### src/sv/tlvf_pkg.sv
// shared types and constants for the three-level volume fader
package tlvf_pkg;

    // widths of the volume and fade timer state
    localparam int VOL_W   = 8;
    localparam int TIMER_W = 11;
    localparam int DELTA_W = 12;

    // reset values of the full and reduced volumes
    localparam logic [VOL_W-1:0] FULL_RESET    = 8'd255;
    localparam logic [VOL_W-1:0] REDUCED_RESET = 8'd209;

    // floor(v*82/100) as (v * RED_MUL) >> RED_SHIFT, exact for 8-bit v
    localparam int               RED_MUL_W = 22;
    localparam int               RED_SHIFT = 22;
    localparam logic [RED_MUL_W-1:0] RED_MUL = 22'd3439408;

    // request commands
    typedef enum logic [2:0] {
        CMD_TICK      = 3'd0,
        CMD_FADE_UP   = 3'd1,
        CMD_FADE_DOWN = 3'd2,
        CMD_FADE_OUT  = 3'd3,
        CMD_SET_MAX   = 3'd4
    } cmd_t;

    // fader target levels
    typedef enum logic [1:0] {
        LVL_OUT  = 2'd0,
        LVL_DOWN = 2'd1,
        LVL_UP   = 2'd2
    } level_t;

endpackage

### src/sv/three_level_volume_fader_unit.sv
// three-level volume fader: fade commands, set max and linear ramp ticks
//
// One input request per command (cmd, delta_ticks, max_volume) on a
// valid/ready channel; one result (volume, level, ramping, volume_written)
// per request on a valid/ready output channel, in order.
// A result passes through the stage 1 and stage 2 registers after its
// request is accepted. Throughput is one request per cycle while the
// receiver does not stall: stage 1 updates the fader state and registers the
// ramp numerator start*w + end*(FADE_TIME-w); stage 2 divides it by
// FADE_TIME with a reciprocal multiply and holds the result.
// A set max request that follows a tick takes the new volume straight
// from the stage 1 divider, so no bubble is needed between requests.
// Reset: level out, timer zero, volume 0, full volume 255, reduced 209;
// both stages empty, in_ready high.
// When the receiver stalls, the result stays in the output register, stage
// 1 may still take one more request, and in_ready drops once both are full.
module three_level_volume_fader_unit #(
    parameter int FADE_TIME    = 1500,
    parameter int SET_MAX_RAMP = 50
) (
    input  logic                           clk,
    input  logic                           rst_n,
    input  logic                           in_valid,
    output logic                           in_ready,
    input  logic [2:0]                     cmd,
    input  logic [tlvf_pkg::DELTA_W-1:0]   delta_ticks,
    input  logic [tlvf_pkg::VOL_W-1:0]     max_volume,
    output logic                           out_valid,
    input  logic                           out_ready,
    output logic [tlvf_pkg::VOL_W-1:0]     volume,
    output logic [1:0]                     level,
    output logic                           ramping,
    output logic                           volume_written
);

    localparam int VW = tlvf_pkg::VOL_W;
    localparam int TW = tlvf_pkg::TIMER_W;
    localparam int DW = tlvf_pkg::DELTA_W;

    // ramp numerator and exact reciprocal divide by FADE_TIME
    localparam int ACC_W  = VW + $clog2(FADE_TIME + 1);
    localparam int DIV_L  = $clog2(FADE_TIME);
    localparam int DIV_S  = ACC_W + DIV_L;
    localparam int M_W    = ACC_W + 1;
    localparam int PROD_W = ACC_W + M_W;
    localparam longint unsigned DIV_M =
        ((64'd1 << DIV_S) + longint'(FADE_TIME) - 64'd1) / longint'(FADE_TIME);
    localparam int RED_PW = VW + tlvf_pkg::RED_MUL_W;
    localparam int TIMER_MAX = (FADE_TIME > SET_MAX_RAMP) ? FADE_TIME : SET_MAX_RAMP;

    localparam logic [TW-1:0] FADE_LOAD = TW'(FADE_TIME);
    localparam logic [TW-1:0] SMAX_LOAD = TW'(SET_MAX_RAMP);

    // fader state
    tlvf_pkg::level_t         lvl_reg, lvl_next;
    logic [TW-1:0]            timer_reg, timer_next;
    logic [VW-1:0]            start_reg, start_next;
    logic [VW-1:0]            end_reg, end_next;
    logic [VW-1:0]            full_reg, full_next;
    logic [VW-1:0]            red_reg, red_next;

    // stage 1: numerator and the volume seen before it
    logic                     v1_reg;
    logic [ACC_W-1:0]         acc_reg, acc_next;
    logic                     wr_reg, wr_next;
    logic [VW-1:0]            cur_reg;
    tlvf_pkg::level_t         lvl1_reg;
    logic                     ramp1_reg;

    // stage 2: result register
    logic                     v2_reg;
    logic [VW-1:0]            vol2_reg;
    tlvf_pkg::level_t         lvl2_reg;
    logic                     ramp2_reg;
    logic                     wr2_reg;

    logic                     accept;
    logic                     adv1;
    logic [PROD_W-1:0]        div_prod;
    logic [VW-1:0]            cur_now;
    logic [RED_PW-1:0]        red_prod;
    logic [VW-1:0]            red_calc;
    logic [TW-1:0]            tick_timer;
    logic [TW-1:0]            weight;
    logic [ACC_W-1:0]         tick_acc;

    function automatic logic [VW-1:0] nominal(
        input tlvf_pkg::level_t lv,
        input logic [VW-1:0]    full_v,
        input logic [VW-1:0]    red_v
    );
        logic [VW-1:0] res;
        unique case (lv)
            tlvf_pkg::LVL_UP:   res = full_v;
            tlvf_pkg::LVL_DOWN: res = red_v;
            default:            res = '0;
        endcase
        return res;
    endfunction

    // pipeline control
    assign adv1     = v1_reg && (!v2_reg || out_ready);
    assign in_ready = !v1_reg || adv1;
    assign accept   = in_valid && in_ready;

    // volume after the newest request: divider output when it was a tick that wrote the volume
    assign div_prod = PROD_W'(acc_reg) * PROD_W'(DIV_M);
    assign cur_now  = wr_reg ? VW'(div_prod >> DIV_S) : cur_reg;

    // reduced volume from the new full volume
    assign red_prod = RED_PW'(max_volume) * RED_PW'(tlvf_pkg::RED_MUL);
    assign red_calc = red_prod[tlvf_pkg::RED_SHIFT +: VW];

    // ramp tick: saturating timer, clamped weight, numerator
    always_comb
    begin
        if (delta_ticks >= DW'(timer_reg))
            tick_timer = '0;
        else
            tick_timer = timer_reg - TW'(delta_ticks);
        weight   = (tick_timer > FADE_LOAD) ? FADE_LOAD : tick_timer;
        tick_acc = ACC_W'(start_reg) * ACC_W'(weight)
                 + ACC_W'(end_reg) * ACC_W'(FADE_LOAD - weight);
    end

    // command decode and next state
    always_comb
    begin
        lvl_next   = lvl_reg;
        timer_next = timer_reg;
        start_next = start_reg;
        end_next   = end_reg;
        full_next  = full_reg;
        red_next   = red_reg;
        acc_next   = tick_acc;
        wr_next    = 1'b0;
        unique case (cmd)
            tlvf_pkg::CMD_TICK:
            begin
                if (timer_reg != '0)
                begin
                    timer_next = tick_timer;
                    wr_next    = 1'b1;
                end
            end
            tlvf_pkg::CMD_FADE_UP:
            begin
                if (lvl_reg != tlvf_pkg::LVL_UP)
                begin
                    start_next = nominal(lvl_reg, full_reg, red_reg);
                    lvl_next   = tlvf_pkg::LVL_UP;
                    end_next   = full_reg;
                    timer_next = FADE_LOAD;
                end
            end
            tlvf_pkg::CMD_FADE_DOWN:
            begin
                if (lvl_reg != tlvf_pkg::LVL_DOWN)
                begin
                    start_next = nominal(lvl_reg, full_reg, red_reg);
                    lvl_next   = tlvf_pkg::LVL_DOWN;
                    end_next   = red_reg;
                    timer_next = FADE_LOAD;
                end
            end
            tlvf_pkg::CMD_FADE_OUT:
            begin
                if (lvl_reg != tlvf_pkg::LVL_OUT)
                begin
                    start_next = nominal(lvl_reg, full_reg, red_reg);
                    lvl_next   = tlvf_pkg::LVL_OUT;
                    end_next   = '0;
                    timer_next = FADE_LOAD;
                end
            end
            tlvf_pkg::CMD_SET_MAX:
            begin
                full_next  = max_volume;
                red_next   = red_calc;
                start_next = cur_now;
                end_next   = nominal(lvl_reg, max_volume, red_calc);
                timer_next = SMAX_LOAD;
            end
            default:
            begin
            end
        endcase
    end

    // fader state and stage 1
    always_ff @(posedge clk or negedge rst_n)
    begin
        if (!rst_n)
        begin
            lvl_reg   <= tlvf_pkg::LVL_OUT;
            timer_reg <= '0;
            start_reg <= '0;
            end_reg   <= '0;
            full_reg  <= tlvf_pkg::FULL_RESET;
            red_reg   <= tlvf_pkg::REDUCED_RESET;
            v1_reg    <= 1'b0;
            acc_reg   <= '0;
            wr_reg    <= 1'b0;
            cur_reg   <= '0;
            lvl1_reg  <= tlvf_pkg::LVL_OUT;
            ramp1_reg <= 1'b0;
        end
        else
        begin
            if (accept)
            begin
                lvl_reg   <= lvl_next;
                timer_reg <= timer_next;
                start_reg <= start_next;
                end_reg   <= end_next;
                full_reg  <= full_next;
                red_reg   <= red_next;
                acc_reg   <= acc_next;
                wr_reg    <= wr_next;
                cur_reg   <= cur_now;
                lvl1_reg  <= lvl_next;
                ramp1_reg <= (timer_next != '0);
                v1_reg    <= 1'b1;
            end
            else if (adv1)
            begin
                v1_reg <= 1'b0;
            end
        end
    end

    // stage 2 result register
    always_ff @(posedge clk or negedge rst_n)
    begin
        if (!rst_n)
        begin
            v2_reg    <= 1'b0;
            vol2_reg  <= '0;
            lvl2_reg  <= tlvf_pkg::LVL_OUT;
            ramp2_reg <= 1'b0;
            wr2_reg   <= 1'b0;
        end
        else
        begin
            if (adv1)
            begin
                v2_reg    <= 1'b1;
                vol2_reg  <= cur_now;
                lvl2_reg  <= lvl1_reg;
                ramp2_reg <= ramp1_reg;
                wr2_reg   <= wr_reg;
            end
            else if (out_ready)
            begin
                v2_reg <= 1'b0;
            end
        end
    end

    assign out_valid      = v2_reg;
    assign volume         = vol2_reg;
    assign level          = lvl2_reg;
    assign ramping        = ramp2_reg;
    assign volume_written = wr2_reg;

    // an empty result register never blocks a new request
    a_ready_when_drained: assert property (@(posedge clk) disable iff (!rst_n)
        !out_valid |-> in_ready)
        else $error("in_ready low with empty result register");

    // timer never loads beyond the longest ramp
    a_timer_bound: assert property (@(posedge clk) disable iff (!rst_n)
        32'(timer_reg) <= TIMER_MAX)
        else $error("fade timer above its longest load");

    // reduced volume never exceeds full volume
    a_reduced_le_full: assert property (@(posedge clk) disable iff (!rst_n)
        red_reg <= full_reg)
        else $error("reduced volume above full volume");

endmodule

### config.mk
export PLATFORM = sky130hd
export DESIGN_NAME = three_level_volume_fader_unit
export DESIGN_NICKNAME = d
export VERILOG_FILES = /design/src/sv/tlvf_pkg.sv /design/src/sv/three_level_volume_fader_unit.sv
export SDC_FILE = /design/constraint.sdc
export NUM_CORES = 1
export LEC_CHECK = 0
export BUFFER_PORTS_ARGS = -buffer_cell sky130_fd_sc_hd__buf_2
export CORE_MARGIN = 5
export CORE_UTILIZATION = 60
export CTS_CLUSTER_DIAMETER = 40
export CTS_CLUSTER_SIZE = 25
export DETAILED_ROUTE_END_ITERATION = 8
export PLACE_DENSITY = 0.85
export SYNTH_ARGS = -nofsm -noshare
export SYNTH_HDL_FRONTEND = slang
export SYNTH_SLANG_ARGS = --single-unit
### constraint.sdc
create_clock -name clk -period 8.45 [get_ports clk]
set_input_delay 0 -clock clk [delete_from_list [all_inputs] [get_ports clk]]
set_output_delay 0 -clock clk [all_outputs]
set_load 0.05 [all_outputs]
==> summary.md, run 1 <==
| Metric | Value |
|---|---|
| First-iteration detailed-routing DRC count | `1,389` |
| Delay of the slowest critical-path stage | `0.54 ns` |
| Vias/cell | `5.99` |
| Port Buffer Count | `40` |
| Final critical path time including I/O delays and setup | `8.54 ns` |
| Count of warnings emitted by yosys | `0` |
| Netlist cell types | `75` |
| 1st-pass router iterations | `9` |
| Final number of setup-violating endpoints | `3` |
| Setup Skew | `0.0132 ns` |
| CTS Sinks | `88` |
| Setup repair after global routing missed its margin | `yes` |
| Crit path required time | `8.67 ns` |
| Horizontal die dimension | `188 um` |
| Clock latency reported for the late side of the worst-skew pair | `0.36 ns` |
| Vias | `15,200` |
| Top cell type's share of synthesized area | `32.6%` |
| Placer's final routability congestion estimate | `0.962` |
| Type of element launching the critical path | `flop` |
| Maximum buffer depth of the clock tree | `2` |
| Violated checks | `setup timing` |
| Global routing's busiest layer | `met2` |
| Detailed placer's ending HPWL | `40,800 um` |
| Setup ws final | `-0.0871 ns` |
| H-tree Lvls | `3` |
| Area growth from synthesis to layout | `10.9%` |
| Count of non-filler cells in the finished layout | `2,539` |
| GR met3 Demand/Resource | `6.48%` |
| Count of unresolved DRC violations after routing | `0` |
| Number of antenna violations at the first check in global routing | `1` |
| Largest fanout on the critical path | `7` |
| Crit-path slowest cell | `fa_2` |
| Period Utilization, post-route | `101%` |
| Tot GR Track Use | `28.8%` |
| FMAX | `117 MHz` |
| Number of flops mapped to enable cells by yosys | `0` |
| Worst slew margin relative to its limit | `24.2%` |
| Die Y-Extent | `188 um` |
| Most used cell, CP | `fa_1` |
| Clock Tree Root | `clkbuf_16` |
| Number of nets in the final layout | `2,777` |
| Library cell with the largest summed area after synthesis | `fa_1` |
| Total count of hold-check failures in the final report | `0` |
| Number of global-route vias before repair | `16,600` |
| Worst Max-Slew Pin Slew | `1.13 ns` |
| Async set-or-reset flop fraction in the synthesized netlist | `100%` |
| Detailed-route wire length per cell | `20.0 um` |
| Number of core rows | `65` |
| Number of instances in the synthesized netlist | `2,032` |
| Number of buffers inserted during clock tree synthesis | `9` |
| Result of the run | `finished, violations left` |
| Effective utilization at floorplan | `60.5%` |
| Syn Area/Cell | `9.35 um^2` |
| Maximum number of pins on one net before global-route repair | `68` |
| Routed Antenna Nets | `0` |
| Global-route wire length before repair | `82,000 um` |
| Max FFs per register | `19` |
| Die area | `0.0353 mm^2` |
| Cell types with the largest area share after synthesis | `fa_1, ha_1, dfrtp_1` |
| Critical path start-end classification | `reg -> reg` |
| Worst min path class | `in -> reg` |
| WL final | `50,900 um` |
| Number of flip-flops and latches in the synthesized netlist | `88` |
| Count of maximum capacitance violations | `0` |
| Sequential share of the synthesized area | `11.7%` |
| Aggregate global routing overflow | `0` |
| GR Layer Usage met2 | `50.3%` |
| Sort of element at the end of the critical path | `flop` |
| Top FF cell, synth | `dfrtp_1` |
| Number of I/O pins | `41` |
| Worst Path Arrival | `8.75 ns` |
| Antenna diode count | `0` |
| Cell count after placement | `2,496` |
| Final Max Tran Viols | `0` |
| Leading cell types in the layout, fill and taps excluded | `inv_1, fa_1, ha_1` |
| Post-synthesis instance area | `0.0190 mm^2` |
| CTS clock-pin slew for the worst setup and hold paths | `0.07 ns` |
| Most common cell after layout, fill and taps aside | `inv_1` |
| Area of the placeable core | `0.0314 mm^2` |
| GR Layer Usage met1 | `35.1%` |
| Fraction of final layout cells sized beyond drive strength 1 | `13.1%` |
| CTS tree | `built` |
synthesized netlist by cell type (all sizes together) (15+ instances only):
| cell | number |
|---|---|
| xor2 | 16 |
| clkbuf | 45 |
| a31oi | 20 |
| fa | 309 |
| o21ai | 71 |
| xnor2 | 35 |
| dfrtp | 76 |
| mux2 | 19 |
| nand2 | 210 |
| and2 | 61 |
| ha | 309 |
| nand3 | 15 |
| nor2 | 54 |
| and3 | 27 |
| a21o | 17 |
| inv | 472 |
| a21oi | 65 |
path summary, 6_finish.rpt:
check | from | endpoint | slack, ns | depth (start not counted)
worst max-delay path | timer_reg[0]$_DFFE_PN0P_ | acc_reg[17]$_DFFE_PN0P_ | -0.09 | 39
worst min-delay path | max_volume[3] | full_reg[3]$_DFFE_PN1P_ | 0.01 | 3
worst max register to register | timer_reg[0]$_DFFE_PN0P_ | acc_reg[17]$_DFFE_PN0P_ | -0.09 | 39
worst min register to register | level[1]$_DFFE_PN0P_ | level[1]$_DFFE_PN0P_ | 0.49 | 2
max in group asynchronous | rst_n | red_reg[2]$_DFFE_PN0P_ | 7.21 | 3
min in group asynchronous | rst_n | timer_reg[2]$_DFFE_PN0P_ | 0.10 | 2
final cells by class:
type,instances,area (um^2)
Clock buffer,9,225
Clock inverter,7,85.1
Fill cell,2194,10300
Inverter,472,1770
Multi-Input combinational cell,1431,15400
Sequential cell,88,2220
Tap cell,402,503
Timing Repair Buffer,130,907
logic make-up (layout without fill, tap and decap cells):
kind of cell	Yosys count	in the layout	synth area share, %
multiplexers	22	22	1.28
adder cells (fa/ha/maj)	618	618	52.9
XOR/XNOR	51	51	2.43
buffers and inverters	524	618	10.5
AND/OR/NAND/NOR	440	440	11.1
flip-flops	88	88	11.7
other	2	13	0.0395
AO/OA/AOI/OAI	287	287	10.1
worst max-delay path, delay by kind of cell (launching register included):
kind	cells	cell delay (ns)
compound gates	11	2.09
xor+xnor	2	0.22
fa+ha+maj	10	3.82
buf+inv	9	0.78
flops	1	0.38
simple gates	7	1.08
per-layer routing:
| metal | wire length [um] | up-vias | part of all wire [%] |
|---|---|---|---|
| li1 | - | 6667 | - |
| met1 | 18700 | 7521 | 37 |
| met2 | 25200 | 776 | 50 |
| met3 | 4650 | 232 | 9.1 |
| met4 | 2380 | 0 | 4.7 |
| met5 | 0 | - | 0 |
through the flow:
stage	instance area, um^2	setup WS [ns]	TNS (ns)	hold WS (ns)	utilization [%]
finish	21100	-0.0871	-0.172	0.0136	67.1
global route	21100	-0.336	-1.69	0.0189	67.1
CTS	20700	-0.0625	-0.0625	0.0129	66.0
detailed placement	20100	-0.263	-1.04	-0.0764	64.1
global placement	20100	0.0156	0	-0.0800	64.1
floorplan	19200	0.0163	0	-0.296	-
timing repair:
action | 4_1_cts | 5_1_grt
gates resized for setup | 36 | 56
hold endpoints to repair | 23 | 0
pin swaps | 40 | 43
setup endpoints to repair | 6 | 9
hold buffers | 4 | 0
buffers inserted | 13 | 10
Power of run 1 is left out: the tool's default activity adds up to more than one toggle a clock period on the data nets, which glitch-free logic cannot reach.
==> run 2, diff against run 1 <==
--- a/config.mk
+++ b/config.mk
@@ -5,7 +5,7 @@
 export SDC_FILE = /design/constraint.sdc
 export NUM_CORES = 1
 export LEC_CHECK = 0
-export BUFFER_PORTS_ARGS = -buffer_cell sky130_fd_sc_hd__buf_2
+export BUFFER_PORTS_ARGS = -buffer_cell sky130_fd_sc_hd__clkbuf_2
 export CORE_MARGIN = 5
 export CORE_UTILIZATION = 60
 export CTS_CLUSTER_DIAMETER = 40
==> run 2 against run 1 <==
Net effect:
- the flow now finishes without violations
- routed wire length is 0.56% lower
- die area unchanged
- clock skew is 0.0062 ns lower
- setup slack improved by 0.10 ns
- design area grew 0.30%
- critical path type unchanged
==> summary.md, run 2 (synthesized netlist as in run 1, its figures left out) <==
| Metric | Value |
|---|---|
| Result of the run | `complete, no violations` |
| CTS Sinks | `88 (unchanged)` |
| Number of buffers inserted during clock tree synthesis | `9 (unchanged)` |
| Worst min path class | `in -> reg` |
| Placer's final routability congestion estimate | `0.943 (-2.0%)` |
| Most common cell after layout, fill and taps aside | `inv_1` |
| Critical path start-end classification | `reg -> reg` |
| Number of antenna violations at the first check in global routing | `1 (unchanged)` |
| Largest fanout on the critical path | `6 (-1)` |
| Clock latency reported for the late side of the worst-skew pair | `0.35 ns (about the same)` |
| 1st-pass router iterations | `5 (-4)` |
| Leading cell types in the layout, fill and taps excluded | `inv_1, fa_1, ha_1` |
| Period Utilization, post-route | `99.8% (-1.2 points)` |
| Max FFs per register | `19 (unchanged)` |
| Routed Antenna Nets | `0 (unchanged)` |
| Type of element launching the critical path | `flop` |
| Worst slew margin relative to its limit | `18.9% (-5.3 points)` |
| Total count of hold-check failures in the final report | `0 (unchanged)` |
| Aggregate global routing overflow | `0 (unchanged)` |
| Worst hold slack | `0.0220 ns (+0.00842 ns)` |
| Family with the most delay on the worst path | `adder cells` |
| Fraction of final layout cells sized beyond drive strength 1 | `13.6% (+0.46 points)` |
| FMAX | `119 MHz (+1.2%)` |
| Area growth from synthesis to layout | `11.3%` |
| Number of core rows | `65 (unchanged)` |
| Number of global-route vias before repair | `16,600 (-0.34%)` |
| Vias/cell | `5.90 (-1.4%)` |
| Count of unresolved DRC violations after routing | `0 (unchanged)` |
| Die area | `0.0353 mm^2 (unchanged)` |
| Final critical path time including I/O delays and setup | `8.43 ns (-0.103 ns)` |
| Count of maximum capacitance violations | `0 (unchanged)` |
| Most used cell, CP | `fa_1` |
| First-iteration detailed-routing DRC count | `1,293 (-6.9%)` |
| Cell count after placement | `2,496 (unchanged)` |
| Final Max Tran Viols | `0 (unchanged)` |
| Sort of element at the end of the critical path | `flop` |
| Number of I/O pins | `41 (unchanged)` |
| Maximum number of pins on one net before global-route repair | `68 (unchanged)` |
| Setup repair after global routing missed its margin | `yes` |
| Worst Max-Slew Pin Slew | `1.21 ns (+0.0796 ns)` |
| CTS tree | `built` |
| Post-place setup slack | `-0.184 ns (+0.0789 ns)` |
| Count of non-filler cells in the finished layout | `2,540 (+0.039%)` |
| Tot GR Track Use | `28.9% (+0.082 points)` |
| Setup ws final | `0.0154 ns (+0.103 ns)` |
| Final number of setup-violating endpoints | `0 (-3)` |
| WL final | `50,600 um (-0.56%)` |
| Detailed placer's ending HPWL | `40,600 um (-0.34%)` |
| Clock Tree Root | `clkbuf_16` |
| Worst Path Arrival | `8.71 ns (-0.04 ns)` |
| Final TNS setup | `0 ns (+0.172 ns)` |
| CTS clock-pin slew for the worst setup and hold paths | `0.07 ns (about the same)` |
| Crit path required time | `8.73 ns (+0.06 ns)` |
| Number of nets in the final layout | `2,778 (+0.036%)` |
| Horizontal die dimension | `188 um (unchanged)` |
| Vias | `15,000 (-1.3%)` |
| Global-route wire length before repair | `82,400 um (+0.45%)` |
| Delay of the slowest critical-path stage | `0.58 ns (+0.04 ns)` |
| H-tree Lvls | `3 (unchanged)` |
| Port Buffer Count | `40 (unchanged)` |
| Crit-path slowest cell | `fa_1` |
| Die Y-Extent | `188 um (unchanged)` |
| Area of the placeable core | `0.0314 mm^2 (unchanged)` |
| Antenna diode count | `0 (unchanged)` |
| Effective utilization at floorplan | `60.5% (unchanged)` |
| Setup Skew | `0.00699 ns (-0.00621 ns)` |
| Maximum buffer depth of the clock tree | `2 (unchanged)` |
| Crit path buf inv count | `11 (+2)` |
| Detailed-route wire length per cell | `19.9 um (-0.60%)` |
## run 2: cell count changes in the layout (fill, tap and decap cells not counted), moves of 3 or more
cell / previous run / this run
inv_2: 12 / 20
clkbuf_2: 0 / 39
a21oi_4: 5 / 8
inv_1: 459 / 452
buf_2: 39 / 0
nand2_2: 8 / 5
## run 2: final cells by class
class                           instances  area, um^2
Inverter                              472        1770
Clock buffer                           11         264
Multi-Input combinational cell       1431       15400
Fill cell                            2221       10300
Clock inverter                          5        40.0
Tap cell                              402         503
Timing Repair Buffer                  131         935
Sequential cell                        88        2220
## run 2: worst paths after layout
kind,startpoint,end,slack [ns],depth (start not counted)
max,timer_reg[0]$_DFFE_PN0P_,acc_reg[15]$_DFFE_PN0P_,0.02,38
min,max_volume[3],full_reg[3]$_DFFE_PN1P_,0.02,3
max reg2reg,timer_reg[0]$_DFFE_PN0P_,acc_reg[15]$_DFFE_PN0P_,0.02,38
min reg2reg,cur_reg[0]$_DFFE_PN0P_,cur_reg[0]$_DFFE_PN0P_,0.48,2
max in group asynchronous,rst_n,volume[7]$_DFFE_PN0P_,7.18,3
min in group asynchronous,rst_n,acc_reg[3]$_DFFE_PN0P_,0.10,2
## run 2: stage by stage
| step | util, % | area [um^2] |
|---|---|---|
| after floorplan | - | 19200 |
| after CTS | 66.3 | 20800 |
| after global placement | 64.1 | 20100 |
| after global routing | 67.3 | 21100 |
| after detailed placement | 64.1 | 20100 |
| final | 67.3 | 21100 |
## run 2: timing repair
action,in CTS,in global routing
pin swaps,45,43
setup endpoints to repair,5,9
gates resized for setup,52,59
gates cloned,0,0
hold endpoints to repair,23,0
buffers inserted,15,10
hold buffers,4,0
## run 2: worst min-delay path, delay by kind of cell
| family | cells | cell delay [ns] |
|---|---|---|
| buffers and inverters | 2 | 0.28 |
| AOI/OAI and AO/OA | 1 | 0.09 |
## run 2: metal layers
metal	wire length [um]	track usage (%)	part of all wire (%)	vias up
li1	-	-	-	6671
met1	18700	36.2	37	7434
met2	25200	49.8	50	710
met3	4500	5.79	8.9	175
met4	2090	11.0	4.1	4
met5	27	0	0.053	-
Power of run 2 is left out for the same reason.
